### src/hw/rtl/assert_macros.svh
// Assertion macros shared by the IQ correction RTL.
`ifndef ASSERT_MACROS_SVH
`define ASSERT_MACROS_SVH

// Property that must hold at every clock edge outside reset.
`define IQC_ASSERT(label, prop, msg) \
    label: assert property (@(posedge i_clk) disable iff (!i_rst_n) prop) \
        else $error(msg);

// Condition that must never be true outside reset.
`define IQC_ASSERT_NEVER(label, cond, msg) \
    label: assert property (@(posedge i_clk) disable iff (!i_rst_n) !(cond)) \
        else $error(msg);

`endif

### src/hw/rtl/iqc_pkg.sv
// Types and constants shared by the IQ imbalance correction table blocks.
package iqc_pkg;

    localparam int ADDR_W     = 13;
    localparam int VALUE_W    = 16;
    localparam int CFG_IDX_W  = 3;
    localparam int CFG_DATA_W = 24;
    localparam int SB_W       = 3;
    localparam int BIAS_W     = 17;
    localparam int FACTOR_W   = 24;
    localparam int FHALF_W    = 12;
    localparam int TRIG_W     = 18;
    localparam int FRAC_SHIFT = 10;
    localparam int DIFF_W     = 18;
    localparam int YI_W       = DIFF_W + FACTOR_W + 1;
    localparam int AB_W       = DIFF_W + TRIG_W + 1;
    localparam int PP_W       = AB_W + FHALF_W + 1;
    localparam int YQ_W       = 62;
    localparam int YI_SHIFT   = 18;
    localparam int YQ_SHIFT   = 34;
    localparam int QI_W       = YI_W - YI_SHIFT;
    localparam int QQ_W       = YQ_W - YQ_SHIFT;
    localparam int NSTG       = 6;

    localparam logic signed [QQ_W-1:0] SAT_MAX = QQ_W'(32767);
    localparam logic signed [QQ_W-1:0] SAT_MIN = -QQ_W'(32768);

    localparam logic [CFG_IDX_W-1:0] CFG_SAMPLE_BITS = 3'd0;
    localparam logic [CFG_IDX_W-1:0] CFG_BIAS_I      = 3'd1;
    localparam logic [CFG_IDX_W-1:0] CFG_BIAS_Q      = 3'd2;
    localparam logic [CFG_IDX_W-1:0] CFG_FACTOR_I    = 3'd3;
    localparam logic [CFG_IDX_W-1:0] CFG_FACTOR_Q    = 3'd4;
    localparam logic [CFG_IDX_W-1:0] CFG_INV_COS     = 3'd5;
    localparam logic [CFG_IDX_W-1:0] CFG_TAN_PHASE   = 3'd6;

    typedef struct packed {
        logic [SB_W-1:0]            sample_bits;
        logic signed [BIAS_W-1:0]   bias_i;
        logic signed [BIAS_W-1:0]   bias_q;
        logic [FACTOR_W-1:0]        factor_i;
        logic [FACTOR_W-1:0]        factor_q;
        logic [TRIG_W-1:0]          inv_cos;
        logic signed [TRIG_W-1:0]   tan_phase;
    } t_cfg;

    localparam t_cfg CFG_RESET = '{
        sample_bits: 3'd5,
        bias_i:      '0,
        bias_q:      '0,
        factor_i:    24'd262144,
        factor_q:    24'd262144,
        inv_cos:     18'd65536,
        tan_phase:   '0
    };

    typedef struct packed {
        logic [NSTG-1:0] en;
        logic            out_vld;
    } t_pipe_ctl;

endpackage

### src/hw/rtl/iqc_pipe_ctrl.sv
// Valid bits and per-stage advance enables of the correction pipeline.
`include "assert_macros.svh"

module iqc_pipe_ctrl import iqc_pkg::*; (
    input  logic      i_clk,
    input  logic      i_rst_n,
    input  logic      i_in_valid,
    output logic      o_in_ready,
    input  logic      i_out_ready,
    output t_pipe_ctl o_ctl
);

    logic [NSTG-1:0] r_vld;
    logic [NSTG-1:0] n_vld;
    logic [NSTG-1:0] stg_en;
    logic            in_acc;
    logic            out_acc;

    always_comb begin
        stg_en[NSTG-1] = !r_vld[NSTG-1] || i_out_ready;
        for (int k = NSTG - 2; k >= 0; k--) begin
            stg_en[k] = !r_vld[k] || stg_en[k+1];
        end
    end

    always_comb begin
        n_vld    = r_vld;
        if (stg_en[0]) begin
            n_vld[0] = i_in_valid;
        end
        for (int k = 1; k < NSTG; k++) begin
            if (stg_en[k]) begin
                n_vld[k] = r_vld[k-1];
            end
        end
    end

    always_ff @(posedge i_clk) begin
        if (!i_rst_n) begin
            r_vld <= '0;
        end else begin
            r_vld <= n_vld;
        end
    end

    assign o_in_ready    = stg_en[0];
    assign o_ctl.en      = stg_en;
    assign o_ctl.out_vld = r_vld[NSTG-1];
    assign in_acc        = i_in_valid && o_in_ready;
    assign out_acc       = r_vld[NSTG-1] && i_out_ready;

    `IQC_ASSERT_NEVER(a_pipe_stall_only_when_full,
        !o_in_ready && !(&r_vld),
        "Input request refused while the pipeline has an empty stage.")

    `IQC_ASSERT(a_pipe_accept_enters,
        in_acc |=> r_vld[0],
        "Accepted request did not enter the first stage.")

    `IQC_ASSERT(a_pipe_count_kept,
        1'b1 |=> ($countones(r_vld) ==
            $past($countones(r_vld)) + int'($past(in_acc)) - int'($past(out_acc))),
        "Pipeline lost or duplicated a request.")

endmodule

### config.mk
export PLATFORM = sky130hd
export DESIGN_NAME = iqc_pipe_ctrl
export DESIGN_NICKNAME = d
export VERILOG_FILES = /design/src/hw/rtl/iqc_pkg.sv /design/src/hw/rtl/iqc_pipe_ctrl.sv
export VERILOG_INCLUDE_DIRS = /design/src /design/src/hw/rtl
export SDC_FILE = /design/constraint.sdc
export NUM_CORES = 1
export LEC_CHECK = 0
export BUFFER_PORTS_ARGS = -buffer_cell sky130_fd_sc_hd__buf_2
export CORE_AREA = 2 2 39 41
export CTS_BUF_LIST = sky130_fd_sc_hd__clkbuf_8 sky130_fd_sc_hd__clkbuf_16
export CTS_CLUSTER_SIZE = 8
export DETAILED_ROUTE_END_ITERATION = 8
export DIE_AREA = 0 0 41 43
export PLACE_DENSITY = 0.41
export SYNTH_ARGS = -nofsm -noshare
export SYNTH_HDL_FRONTEND = slang
export SYNTH_SLANG_ARGS = --single-unit
### constraint.sdc
create_clock -name i_clk -period 1.05 [get_ports i_clk]
set_input_delay 0.0525 -clock i_clk [delete_from_list [all_inputs] [get_ports i_clk]]
set_output_delay 0.0525 -clock i_clk [all_outputs]
set_load 0.03 [all_outputs]
==> key figures <==
Logic synthesis
  • Most common cell in the netlist: dfxtp_1
  • Synth Area per Inst: 8.89 um^2
  • Post-synth ARST share: 0%
  • Area contributors post-synth: dfxtp_1 48%, o21a_1 12%, buf_4 6.0%, nand2_1 6.0%, nor2b_1 5.0%
  • Register area share after synthesis: 48.2%
  • Synthesized cell area: 249 um^2
  • Distinct cells, synth: 13
  • Cells after synthesis: 28
  • Yosys top cell area share: 48.2%
  • Yosys warns: 0
  • Syn_nets: 32
  • Synth cell count leaders: 6 x dfxtp_1, 4 x nand2_1, 4 x o21a_1
  • Post-synth top area cell: dfxtp_1
  • Seq cells post-synth: 6
  • Post-synth top flop: dfxtp_1
  • Number of synthesized flops with an enable pin: 0

Routing
  • DRT Pass-1 Iters: 3
  • Routed wire per std cell: 8.37 um
  • Routed Antenna Nets: 0
  • Met3 WL: 50 um
  • Vias: 237
  • Top sig layer: met3
  • Residual DRC: 0
  • Drt total wl: 502 um
  • DR iter-0 viols: 2
  • Avg Vias per Cell: 3.95
  • Routed wl met2: 231 um
  • Met1 WL: 219 um

GRT
  • Gr ovfl total: 0
  • First-pass GRT wire length: 876 um
  • Largest net degree at the start of global routing: 8
  • Initial antenna violation count: 0
  • Vias in the first global route: 240
  • Total routing usage reported by global routing: 7.74%

Critical path
  • R2r worst-path depth: 5
  • Critical path's top delay family: simple AND/OR/NAND/NOR gates
  • Critical path arrival: 1.15 ns
  • Worst Setup SP: r_vld[5]
  • Critical path's largest stage delay: 0.32 ns
  • Required time of the worst setup path: 1.00 ns
  • Reg2reg setup slack: -0.02 ns
  • Setup CP Type: reg -> out
  • Worst r2r src: r_vld[4]
  • CP Depth: 4
  • Buffers and inverters on the worst path: 1
  • CP Cell Sequence: and4b_2 -> and2_4 -> nand2_2 -> buf_6
  • CP max-delay cell: dfxtp_2
  • CP startpoint kind: flip-flop
  • End of the worst register-to-register path: r_vld[0]
  • Crit-path max FO: 3
  • Critical path endpoint category: primary output
  • Critical Path Sink: o_ctl[2]

Layout
  • # fillers: 146
  • Fin cells: 60
  • Net count, final: 50
  • Final Util: 31.6%
  • # diodes: 0
  • Top reg by flops: r_vld
  • Largest regs: r_vld (6)
  • Synth-to-Final Area Change: 75.4%
  • Max reg flops: 6
  • Layout cells sized above 1: 68.2%

Status
  • Outcome: finished, violations left
  • Violated checks: negative setup slack

Die
  • Die width: 41 um
  • Core footprint: 1380 um^2
  • IO Pins: 12
  • Row count: 14
  • DIE HEIGHT: 43 um
  • Initial Util: 18.0%
  • Die Area: 1760 um^2

Pwr
  • Net switching power: 0.000103 W
  • Worst VDD drop: 0.000593 V
  • Clock Power Share: 56.4%
  • Int Power: 0.000491 W
  • Combinational share of power: 3.2%
  • Pwr Density: 1360 nW/um^2
  • Net Sw Frac: 17.3%
  • Seq pwr share: 40.3%
  • Leakage power: 0.178 nW

Timing
  • Hold WS: 0.0434 ns
  • Rel. slew slack: 89.7%
  • F_max: 0.829 GHz
  • Final setup fails: 7
  • Fin. Hold Viols: 0
  • Clk_skew: 0.000978 ns
  • RSZ-0062 raised after global routing: true
  • Fin worst setup slack: -0.156 ns
  • Max-slew violations: 0
  • Final worst path period share: 115%
  • Worst Tran Pin Value: 0.154 ns
  • Tmin final: 1.21 ns

Hold path
  • Hold Path Class: in -> reg

Placed design
  • Placed cell count: 54
  • PortBufs: 11
  • Final Wtd Congestion: 0.684
  • DP HPWL: 380 um
  • Worst slack at placement: 0.0363 ns

CTS
  • CTS tree: built
  • H-tree levels: 1
  • Clock tree buffer depth: 2
  • CTS clock-pin slew for the worst setup and hold paths: 0.04 ns
  • # hold bufs at CTS: 0
  • Clk root buf: clkbuf_8
  • # clock sinks: 6
  • Worst-skew pair later-pin latency: 0.22 ns
  • CTS buffer count: 3

Run
  • Max-cap violations: 0
[layout make-up]
type | count | area, um^2 | area share, %
Inverter | 4 | 15.0 | 3.44
Multi-Input combinational cell | 16 | 113 | 25.8
Sequential cell | 6 | 124 | 28.4
Clock buffer | 3 | 41.3 | 9.46
Tap cell | 16 | 20.0 | 4.58
Timing Repair Buffer | 15 | 124 | 28.4
[per-layer routing]
layer	up-vias	global-route usage [%]
met3	0	3.14
met2	9	9.69
met1	107	9.03
met5	-	0
met4	0	8.00
li1	121	-
[through the flow]
step                      instance area (um^2)  TNS [ns]  power, W
after floorplan                            258   -0.0248  0.000251
after global placement                     322         0  0.000263
after detailed placement                   322         0  0.000262
after CTS                                  422    -0.723  0.000608
after global routing                       437     -1.04  0.000637
final                                      437    -0.688  0.000594
[kinds of logic (layout without fill, tap and decap cells)]
family / count (synthesis) / count (layout) / synth area share (%)
buffers and inverters: 6 / 22 / 12.1
flip-flops: 6 / 6 / 48.2
AO/OA/AOI/OAI: 6 / 6 / 17.6
AND/OR/NAND/NOR: 10 / 10 / 22.1
[repair_timing]
action                     4_1_cts  5_1_grt
hold endpoints to repair         0        0
buffers inserted                 2        1
resized for setup               14        3
pin swaps                        3        1
setup endpoints to repair        7        9
[placed cells by master, fill, tap and decap left out]
cell | synthesis | layout
buf_6 | 0 | 7
buf_2 | 0 | 6
o21a_1 | 4 | 4
nand2_1 | 4 | 3
inv_2 | 1 | 3
clkbuf_8 | 0 | 3
dfxtp_1 | 6 | 3
dfxtp_2 | 0 | 3
buf_4 | 2 | 2
nor2b_2 | 0 | 1
inv_1 | 3 | 1
and4b_2 | 0 | 1
and2_4 | 1 | 1
nand2_2 | 0 | 1
nand3_1 | 1 | 1
nor2_4 | 0 | 1
o21ai_2 | 1 | 1
a21oi_1 | 1 | 1
nor2b_1 | 2 | 1
[worst register-to-register path, delay by kind of cell (launching register included)]
| family | cells | cell delay, ns |
|---|---|---|
| compound gates | 1 | 0.15 |
| buf+inv | 2 | 0.22 |
| flops | 1 | 0.30 |
| simple gates | 2 | 0.30 |
[worst min-delay path by stage]
stage / startpoint / to / slack, ns / depth (start not counted)
final: i_in_valid / r_vld[0] / 0.04 / 2
after global routing: i_in_valid / r_vld[0] / 0.04 / 2
after global placement: i_in_valid / r_vld[0] / 0.26 / 2
after detailed placement: i_in_valid / r_vld[0] / 0.27 / 2
after floorplan: i_rst_n / r_vld[1] / 0.17 / 2
after CTS: i_in_valid / r_vld[0] / 0.04 / 2
[power groups by stage]
stage | logic [W] | clock network, W | registers, W
6_report | 0.0000191 | 0.000335 | 0.000240
5_1_grt | 0.0000215 | 0.000375 | 0.000240
4_1_cts | 0.0000192 | 0.000349 | 0.000240
3_5_place_dp | 0.0000189 | 0 | 0.000243
3_3_place_gp | 0.0000198 | 0 | 0.000243
2_1_floorplan | 0.00000888 | 0 | 0.000242
Power figures use the tool's default switching activity.
