### src/hw/rtl/assert_macros.svh
// Assertion macros shared by the IQ correction RTL.
`ifndef ASSERT_MACROS_SVH
`define ASSERT_MACROS_SVH

// Property that must hold at every clock edge outside reset.
`define IQC_ASSERT(label, prop, msg) \
    label: assert property (@(posedge i_clk) disable iff (!i_rst_n) prop) \
        else $error(msg);

// Condition that must never be true outside reset.
`define IQC_ASSERT_NEVER(label, cond, msg) \
    label: assert property (@(posedge i_clk) disable iff (!i_rst_n) !(cond)) \
        else $error(msg);

`endif

### src/hw/rtl/iqc_pkg.sv
// Types and constants shared by the IQ imbalance correction table blocks.
package iqc_pkg;

    localparam int ADDR_W     = 13;
    localparam int VALUE_W    = 16;
    localparam int CFG_IDX_W  = 3;
    localparam int CFG_DATA_W = 24;
    localparam int SB_W       = 3;
    localparam int BIAS_W     = 17;
    localparam int FACTOR_W   = 24;
    localparam int FHALF_W    = 12;
    localparam int TRIG_W     = 18;
    localparam int FRAC_SHIFT = 10;
    localparam int DIFF_W     = 18;
    localparam int YI_W       = DIFF_W + FACTOR_W + 1;
    localparam int AB_W       = DIFF_W + TRIG_W + 1;
    localparam int PP_W       = AB_W + FHALF_W + 1;
    localparam int YQ_W       = 62;
    localparam int YI_SHIFT   = 18;
    localparam int YQ_SHIFT   = 34;
    localparam int QI_W       = YI_W - YI_SHIFT;
    localparam int QQ_W       = YQ_W - YQ_SHIFT;
    localparam int NSTG       = 6;

    localparam logic signed [QQ_W-1:0] SAT_MAX = QQ_W'(32767);
    localparam logic signed [QQ_W-1:0] SAT_MIN = -QQ_W'(32768);

    localparam logic [CFG_IDX_W-1:0] CFG_SAMPLE_BITS = 3'd0;
    localparam logic [CFG_IDX_W-1:0] CFG_BIAS_I      = 3'd1;
    localparam logic [CFG_IDX_W-1:0] CFG_BIAS_Q      = 3'd2;
    localparam logic [CFG_IDX_W-1:0] CFG_FACTOR_I    = 3'd3;
    localparam logic [CFG_IDX_W-1:0] CFG_FACTOR_Q    = 3'd4;
    localparam logic [CFG_IDX_W-1:0] CFG_INV_COS     = 3'd5;
    localparam logic [CFG_IDX_W-1:0] CFG_TAN_PHASE   = 3'd6;

    typedef struct packed {
        logic [SB_W-1:0]            sample_bits;
        logic signed [BIAS_W-1:0]   bias_i;
        logic signed [BIAS_W-1:0]   bias_q;
        logic [FACTOR_W-1:0]        factor_i;
        logic [FACTOR_W-1:0]        factor_q;
        logic [TRIG_W-1:0]          inv_cos;
        logic signed [TRIG_W-1:0]   tan_phase;
    } t_cfg;

    localparam t_cfg CFG_RESET = '{
        sample_bits: 3'd5,
        bias_i:      '0,
        bias_q:      '0,
        factor_i:    24'd262144,
        factor_q:    24'd262144,
        inv_cos:     18'd65536,
        tan_phase:   '0
    };

    typedef struct packed {
        logic [NSTG-1:0] en;
        logic            out_vld;
    } t_pipe_ctl;

endpackage

### src/hw/rtl/iqc_cfg_regs.sv
// Configuration register file of the IQ correction table.
`include "assert_macros.svh"

module iqc_cfg_regs import iqc_pkg::*; (
    input  logic                  i_clk,
    input  logic                  i_rst_n,
    input  logic                  i_cfg_valid,
    output logic                  o_cfg_ready,
    input  logic [CFG_IDX_W-1:0]  i_cfg_index,
    input  logic [CFG_DATA_W-1:0] i_cfg_data,
    output t_cfg                  o_cfg
);

    t_cfg r_cfg;
    t_cfg n_cfg;

    always_comb begin
        n_cfg = r_cfg;
        if (i_cfg_valid) begin
            unique case (i_cfg_index)
                CFG_SAMPLE_BITS: n_cfg.sample_bits = i_cfg_data[SB_W-1:0];
                CFG_BIAS_I:      n_cfg.bias_i      = $signed(i_cfg_data[BIAS_W-1:0]);
                CFG_BIAS_Q:      n_cfg.bias_q      = $signed(i_cfg_data[BIAS_W-1:0]);
                CFG_FACTOR_I:    n_cfg.factor_i    = i_cfg_data[FACTOR_W-1:0];
                CFG_FACTOR_Q:    n_cfg.factor_q    = i_cfg_data[FACTOR_W-1:0];
                CFG_INV_COS:     n_cfg.inv_cos     = i_cfg_data[TRIG_W-1:0];
                CFG_TAN_PHASE:   n_cfg.tan_phase   = $signed(i_cfg_data[TRIG_W-1:0]);
                default:         n_cfg             = r_cfg;
            endcase
        end
    end

    always_ff @(posedge i_clk) begin
        if (!i_rst_n) begin
            r_cfg <= CFG_RESET;
        end else begin
            r_cfg <= n_cfg;
        end
    end

    assign o_cfg_ready = 1'b1;
    assign o_cfg       = r_cfg;

    `IQC_ASSERT(a_cfg_unknown_index_ignored,
        (i_cfg_valid && o_cfg_ready && i_cfg_index > CFG_TAN_PHASE) |=> (r_cfg == $past(r_cfg)),
        "Write to an unknown register index changed the configuration.")

endmodule

### config.mk
export PLATFORM = sky130hd
export DESIGN_NAME = iqc_cfg_regs
export DESIGN_NICKNAME = d
export VERILOG_FILES = /design/src/hw/rtl/iqc_pkg.sv /design/src/hw/rtl/iqc_cfg_regs.sv
export VERILOG_INCLUDE_DIRS = /design/src /design/src/hw/rtl
export SDC_FILE = /design/constraint.sdc
export NUM_CORES = 1
export LEC_CHECK = 0
export ABC_AREA = 1
export ABC_CLOCK_PERIOD_IN_PS = 1300
export BUFFER_PORTS_ARGS = -buffer_cell sky130_fd_sc_hd__buf_2
export CORE_MARGIN = 2
export CORE_UTILIZATION = 51
export DETAILED_ROUTE_END_ITERATION = 6
export GPL_TIMING_DRIVEN = 0
export PLACE_DENSITY = 0.8
export SYNTH_ARGS = -nofsm -noshare
export SYNTH_HDL_FRONTEND = slang
export SYNTH_SLANG_ARGS = --single-unit
### constraint.sdc
create_clock -name i_clk -period 1.3 [get_ports i_clk]
set_clock_uncertainty 0.1 [all_clocks]
set_input_delay 0.13 -clock i_clk [delete_from_list [all_inputs] [get_ports i_clk]]
set_output_delay 0.13 -clock i_clk [all_outputs]
set_load 0.02 [all_outputs]
==> results.txt, run 1 <==
----------------------------------------------------
[Hold path]
  Number of stages on the worst hold path ... 5
  Hold Crit Class ... input pin to flop

[STA]
  Setup-failing EPs final ... 1
  Fin Hold WS ... -0.0366 ns
  Hold Vio Cnt, Final ... 5
  Setup slack of the critical path after layout ... -0.00126 ns
  Final period util ... 100%
  Setup TNS ... -0.00126 ns
  Final Max Tran Viols ... 0
  Transition time at the pin with the least slew margin ... 0.534 ns
  Rel. slew slack ... 64.4%
  Minimum clock period after layout ... 1.30 ns
  F_max ... 768 MHz

[Synthesis]
  Seq/Total Area, Yosys ... 49.9%
  Cell variety after synth ... 16
  Number of synthesized register bits ... 121
  Cell area after synthesis ... 4850 µm²
  Fraction of post-synthesis cell area in the top cell type by area ... 49.9%
  Dominant cell type by area after synthesis ... dfxtp_1
  Top post-synthesis cells by area ... dfxtp_1, nor2_1, nand3_1
  Warning count from the yosys run ... 0
  Net count after synthesis ... 722
  Average instance area after synthesis ... 7.01 µm²
  Gate count of the mapped netlist ... 692

[Critical path]
  Number of buffers and inverters on the critical path ... 1
  Dominant delay contributor by cell family on the critical path ... flip-flops
  Library cell contributing the largest single delay on the critical path ... dfxtp_1
  Worst EP required ... 1.07 ns
  Count of cell instances traversed by the critical path ... 1
  Critical Path End Type ... output port
  Classification of the worst setup path ... flop to output port
  Maximum single-stage delay on the critical path ... 0.37 ns
  Data arrival at the endpoint of the critical path ... 1.07 ns
  CP cell instances ... buf_2
  Crit Path Max Fanout ... 2
  Critical path startpoint category ... flop
  Number of cell instances on the worst register-to-register path ... 3

[Detailed routing]
  Mean routed wirelength per cell ... 14.9 µm
  Number of antenna-violating nets in the routed design ... 0
  Drt initial violations ... 313
  Final wirelength ... 15300 µm
  Vias ... 5242
  Number of optimization iterations in the first detailed-route pass ... 5
  Remaining DRCs ... 0
  Via/cell ratio ... 5.11

[Place]
  DPL Wire Length ... 10400 µm
  Final weighted congestion of routability-driven global placement ... 0.866
  Total of buffers placed on input and output ports ... 149
  Placed insts ... 970
  Placed Area ... 5760 µm²

[CTS]
  Clock root buffer master ... clkbuf_8
  Clock latency on the worst-skew pair ... 0.51 ns
  Clock slew at reported path FFs ... 0.06 ns
  Clock sink count ... 121
  Inserted Clock Buffers ... 17
  CTS tree ... built
  H-tree levels ... 4
  Clock buffer depth ... 2

[Power]
  Leakage Power ... 0.00332 µW
  Overall Power ... 9760 µW
  Maximum vdd drop ... 937 µV
  Power Dens Cells ... 1470 nW/µm²

[GRT]
  Pin count of the biggest net entering global routing ... 17
  Total global-route track usage ... 29.9%
  Remaining global-route overflow ... 0
  Vias in the first global route ... 4818
  Wire length of the first global-routing pass ... 23500 µm
  Initial antenna violation count ... 0

[Layout]
  Area used by sequential logic in the layout ... 2420 µm²
  Antenna cell count ... 0
  Count of nets after finishing ... 914
  Multi-input gate area ... 2080 µm²
  Final design area excluding fillers ... 6640 µm²
  Fraction of layout instances using a drive strength above 1 ... 26.4%
  Post-route core utilization ... 71.9%
  Synthesis-to-layout area growth ... 36.9%
  Cell Count, Final, Fillers Out ... 1026
  Fill count ... 750
  Flip-flop count of the largest register, all copies and words added ... 121

[Floorplan]
  Number of core rows ... 35
  Height of the die ... 102 µm
  Starting density of the core ... 52.5%
  Die outline area ... 10300 µm²
  Area inside the core boundary ... 9240 µm²
  Floorplan die width ... 102 µm
  Number of placed I/O pins ... 152

[Status]
  Outcome ... complete, but fails checks
  Violated checks ... negative hold slack, negative setup slack

[Job]
  Max cap viols ... 0

----------------------------------------------------
[kinds of logic (layout without fill, tap and decap cells)]
family / Yosys count / count (layout) / synth area share (%)
buf+inv: 73 / 278 / 7.50
other cells: 1 / 1 / 0.0773
compound gates: 3 / 3 / 0.309
flops: 121 / 121 / 49.9
simple gates: 494 / 494 / 42.2
[layout make-up]
type / count / area share [%]
Tap cell: 129 / 2.43
Inverter: 29 / 1.64
Clock buffer: 18 / 6.44
Clock inverter: 14 / 2.62
Multi-Input combinational cell: 498 / 31.4
Sequential cell: 121 / 36.5
Buffer: 44 / 3.84
Timing Repair Buffer: 173 / 15.2
[timing repair]
item | CTS | global route
buffers inserted | 0 | 3
setup endpoints to repair | 0 | 60
hold buffers | 21 | 0
resized for setup | 0 | 18
endpoints found under the hold margin | 46 | 0
[cells in the final DEF, fill, tap and decap left out]
cell type / instances
nor2_1: 233
buf_2: 161
nand2_1: 128
nand3_1: 121
dfxtp_1: 120
inv_1: 27
buf_4: 25
dlygate4sd3_1: 21
clkbuf_16: 16
nor2_4: 5
nor2_2: 5
clkbuf_1: 5
clkinvlp_4: 4
clkinv_4: 4
buf_6: 3
bufinv_16: 3
nand2_2: 2
inv_2: 2
o21ai_0: 2
buf_1: 2
clkbuf_8: 2
clkinv_2: 2
o21ai_2: 1
conb_1: 1
inv_6: 1
dfxtp_2: 1
[metrics by stage]
step / worst slack [ns] / hold slack [ns]
after detailed placement: -0.163 / 0.255
final: -0.00126 / -0.0366
after floorplan: 0.265 / 0.143
after global routing: -0.00230 / 0.0216
after CTS: 0.00431 / 0.00234
after global placement: -0.127 / 0.249
[Yosys cell counts]
cell type    n
nor2_2       6
nand3_1    121
buf_1        2
dfxtp_1    121
inv_2        2
nor2_4       3
buf_2       24
clkbuf_1     5
inv_1       27
buf_6        3
o21ai_0      3
buf_4       10
nor2_1     234
conb_1       1
nand2_2      2
nand2_1    128
[path summary, 6_finish.rpt]
kind / from / end / slack (ns)
setup / recovery: o_cfg[3]$_SDFFE_PN0P_ / o_cfg[3] / -0.001
setup reg to reg: o_cfg[78]$_SDFFE_PN1P_ / o_cfg[78]$_SDFFE_PN1P_ / 0.04
hold / removal: i_cfg_index[0] / o_cfg[59]$_SDFFE_PN0P_ / -0.04
hold reg to reg: o_cfg[21]$_SDFFE_PN0P_ / o_cfg[21]$_SDFFE_PN0P_ / 0.38
[per-layer routing]
layer	global-route usage, %	vias up	wire length [µm]
li1	-	2535	-
met1	36.7	2383	6010
met2	48.2	281	7130
met3	7.73	43	1630
met4	15.5	0	507
met5	0	-	0
[report_power, final]
| part | switching, µW | internal, µW | total (µW) |
|---|---|---|---|
| Combinational | 724 | 370 | 1090 |
| Clock | 1780 | 2980 | 4760 |
| Sequential | 72.5 | 3840 | 3910 |
| Total | 2580 | 7190 | 9760 |
Note: power is estimated with default switching activity, not from simulation.
==> run 2: changes to the inputs <==
--- a/config.mk
+++ b/config.mk
@@ -9,11 +9,13 @@
 export ABC_AREA = 1
 export ABC_CLOCK_PERIOD_IN_PS = 1300
 export BUFFER_PORTS_ARGS = -buffer_cell sky130_fd_sc_hd__buf_2
+export CELL_PAD_IN_SITES_DETAIL_PLACEMENT = 1
+export CELL_PAD_IN_SITES_GLOBAL_PLACEMENT = 2
 export CORE_MARGIN = 2
-export CORE_UTILIZATION = 51
+export CORE_UTILIZATION = 27
 export DETAILED_ROUTE_END_ITERATION = 6
 export GPL_TIMING_DRIVEN = 0
-export PLACE_DENSITY = 0.8
+export PLACE_DENSITY_LB_ADDON = 0.1
 export SYNTH_ARGS = -nofsm -noshare
 export SYNTH_HDL_FRONTEND = slang
 export SYNTH_SLANG_ARGS = --single-unit
==> results.txt, run 2 (same netlist as run 1, synthesis figures left out) <==
----------------------------------------------------
[Critical path]
  CP cell instances ... buf_2
  Dominant delay contributor by cell family on the critical path ... flip-flops
  Crit Path Max Fanout ... 2
  Data arrival at the endpoint of the critical path ... 0.97 ns
  Number of buffers and inverters on the critical path ... 1
  Origin of the critical flop-to-flop path ... o_cfg[78]$_SDFFE_PN1P_
  RR Endpoint ... o_cfg[78]$_SDFFE_PN1P_
  Library cell contributing the largest single delay on the critical path ... dfxtp_1
  First element of the critical path ... o_cfg[1]$_SDFFE_PN0P_
  Number of cell instances on the worst register-to-register path ... 2
  Maximum single-stage delay on the critical path ... 0.37 ns
  Worst EP required ... 1.07 ns
  Critical Path End Type ... output port
  Classification of the worst setup path ... flop to output port
  Count of cell instances traversed by the critical path ... 1
  Critical path startpoint category ... flop
  Endpoint of the worst setup timing path ... o_cfg[1]
  R2R setup slack ... 0.58 ns

[Power]
  Maximum vdd drop ... 905 µV
  Power Dens Cells ... 1490 nW/µm²
  Overall Power ... 9820 µW
  Leakage Power ... 0.00325 µW

[GRT]
  Pin count of the biggest net entering global routing ... 17
  Wire length of the first global-routing pass ... 28400 µm
  Remaining global-route overflow ... 0
  Total global-route track usage ... 19.5%
  Initial antenna violation count ... 0
  Vias in the first global route ... 5149

[Detailed routing]
  Number of optimization iterations in the first detailed-route pass ... 4
  Final wirelength ... 18600 µm
  Number of antenna-violating nets in the routed design ... 0
  Drt initial violations ... 170
  Via/cell ratio ... 4.52
  Vias ... 5018
  Remaining DRCs ... 0
  Mean routed wirelength per cell ... 16.8 µm

[Layout]
  Fraction of layout instances using a drive strength above 1 ... 25.8%
  Antenna cell count ... 0
  Cell Count, Final, Fillers Out ... 1109
  Flip-flop count of the largest register, all copies and words added ... 121
  Count of nets after finishing ... 899
  Synthesis-to-layout area growth ... 35.4%
  Area used by sequential logic in the layout ... 2420 µm²
  Most frequent cells in the layout ... nor2_1, buf_2, nand2_1
  Leading cell type in the layout, fill and taps excluded ... nor2_1
  Fill count ... 2279
  Multi-input gate area ... 2070 µm²

[STA]
  Rel. slew slack ... 60.7%
  Final period util ... 92.5%
  Transition time at the pin with the least slew margin ... 0.590 ns
  F_max ... 831 MHz
  Final Max Tran Viols ... 0
  Setup slack of the critical path after layout ... 0.0969 ns
  Hold Vio Cnt, Final ... 0
  Setup-failing EPs final ... 0
  Minimum clock period after layout ... 1.20 ns
  Setup repair after global routing missed its margin ... no

[Place]
  DPL Wire Length ... 13600 µm
  Post-Place Setup Slack ... -0.223 ns
  Final weighted congestion of routability-driven global placement ... 0.756
  Placed insts ... 1070
  Total of buffers placed on input and output ports ... 149

[Floorplan]
  Height of the die ... 138 µm
  Floorplan die width ... 138 µm
  Area inside the core boundary ... 17800 µm²
  Number of placed I/O pins ... 152
  Die outline area ... 19100 µm²
  Starting density of the core ... 27.3%
  Number of core rows ... 49

[CTS]
  Clock latency on the worst-skew pair ... 0.41 ns
  PostCTS Resize Cnt ... 0
  Clock root buffer master ... clkbuf_16
  Inserted Clock Buffers ... 17
  Clock slew at reported path FFs ... 0.06 ns
  Clock buffer depth ... 2
  H-tree levels ... 4
  Total setup buffers inserted after CTS ... 0
  CTS tree ... built
  Clock sink count ... 121

[Job]
  Max cap viols ... 0

[Hold path]
  Hold Crit Class ... input pin to flop

[Status]
  Outcome ... complete, no violations

----------------------------------------------------
run 2: cell count changes in the layout (fill, tap and decap cells not counted), moves of 2 or more:
cell / delta
nor2_4: -2
buf_2: +12
clkinvlp_4: -2
buf_4: -15
dlygate4sd3_1: -12
clkbuf_1: +2
clkinv_4: -4
run 2: stage by stage:
stage	TNS, ns	cell area [µm²]	hold WS, ns	util, %
after floorplan	0	4850	0.143	-
after global placement	-5.73	5890	0.256	33.1
after detailed placement	-8.41	5890	0.268	33.1
after CTS	0	6570	0.00544	37.0
after global routing	0	6570	0.0393	37.0
final	0	6570	0.0151	37.0
run 2: area by class of cell:
cell class	instances	area share, %
flip-flops and latches	121	36.9
multi-input cells	498	31.5
repair buffers	158	12.7
clock buffers	22	7.22
well taps	229	4.36
plain buffers	44	3.88
clock inverters	8	1.83
inverters	29	1.66
run 2: power by group:
group          leakage [µW]  internal [µW]  switching, µW
clock              0.000288           3130           1690
sequential         0.000984           3840           69.3
combinational       0.00198            337            750
run 2: worst min path at each step:
stage,from,to,depth (start not counted)
final,i_rst_n,o_cfg[106]$_SDFFE_PN0P_,3
after global routing,i_rst_n,o_cfg[106]$_SDFFE_PN0P_,3
after CTS,i_rst_n,o_cfg[106]$_SDFFE_PN0P_,3
after detailed placement,i_cfg_data[0],o_cfg[118]$_SDFFE_PN1P_,3
after global placement,i_cfg_data[2],o_cfg[120]$_SDFFE_PN1P_,3
after floorplan,i_cfg_data[0],o_cfg[118]$_SDFFE_PN1P_,2
run 2: worst reg2reg max path: cells and delay by family (launching register included):
family	cells	cell delay [ns]
AOI/OAI and AO/OA	1	0.08
DFF	1	0.33
and+or+nand+nor	1	0.08
run 2: timing repair:
action / 4_1_cts / 5_1_grt
endpoints found under the hold margin: 15 / 0
endpoints found under the setup margin: 0 / 0
hold buffers: 9 / 0
run 2: layer usage:
layer / up-vias / track usage, % / share of wire (%)
li1: 2506 / - / -
met1: 2371 / 21.6 / 41
met2: 119 / 35.9 / 51
met3: 22 / 5.30 / 6.3
met4: 0 / 6.34 / 1.7
met5: - / 0 / 0
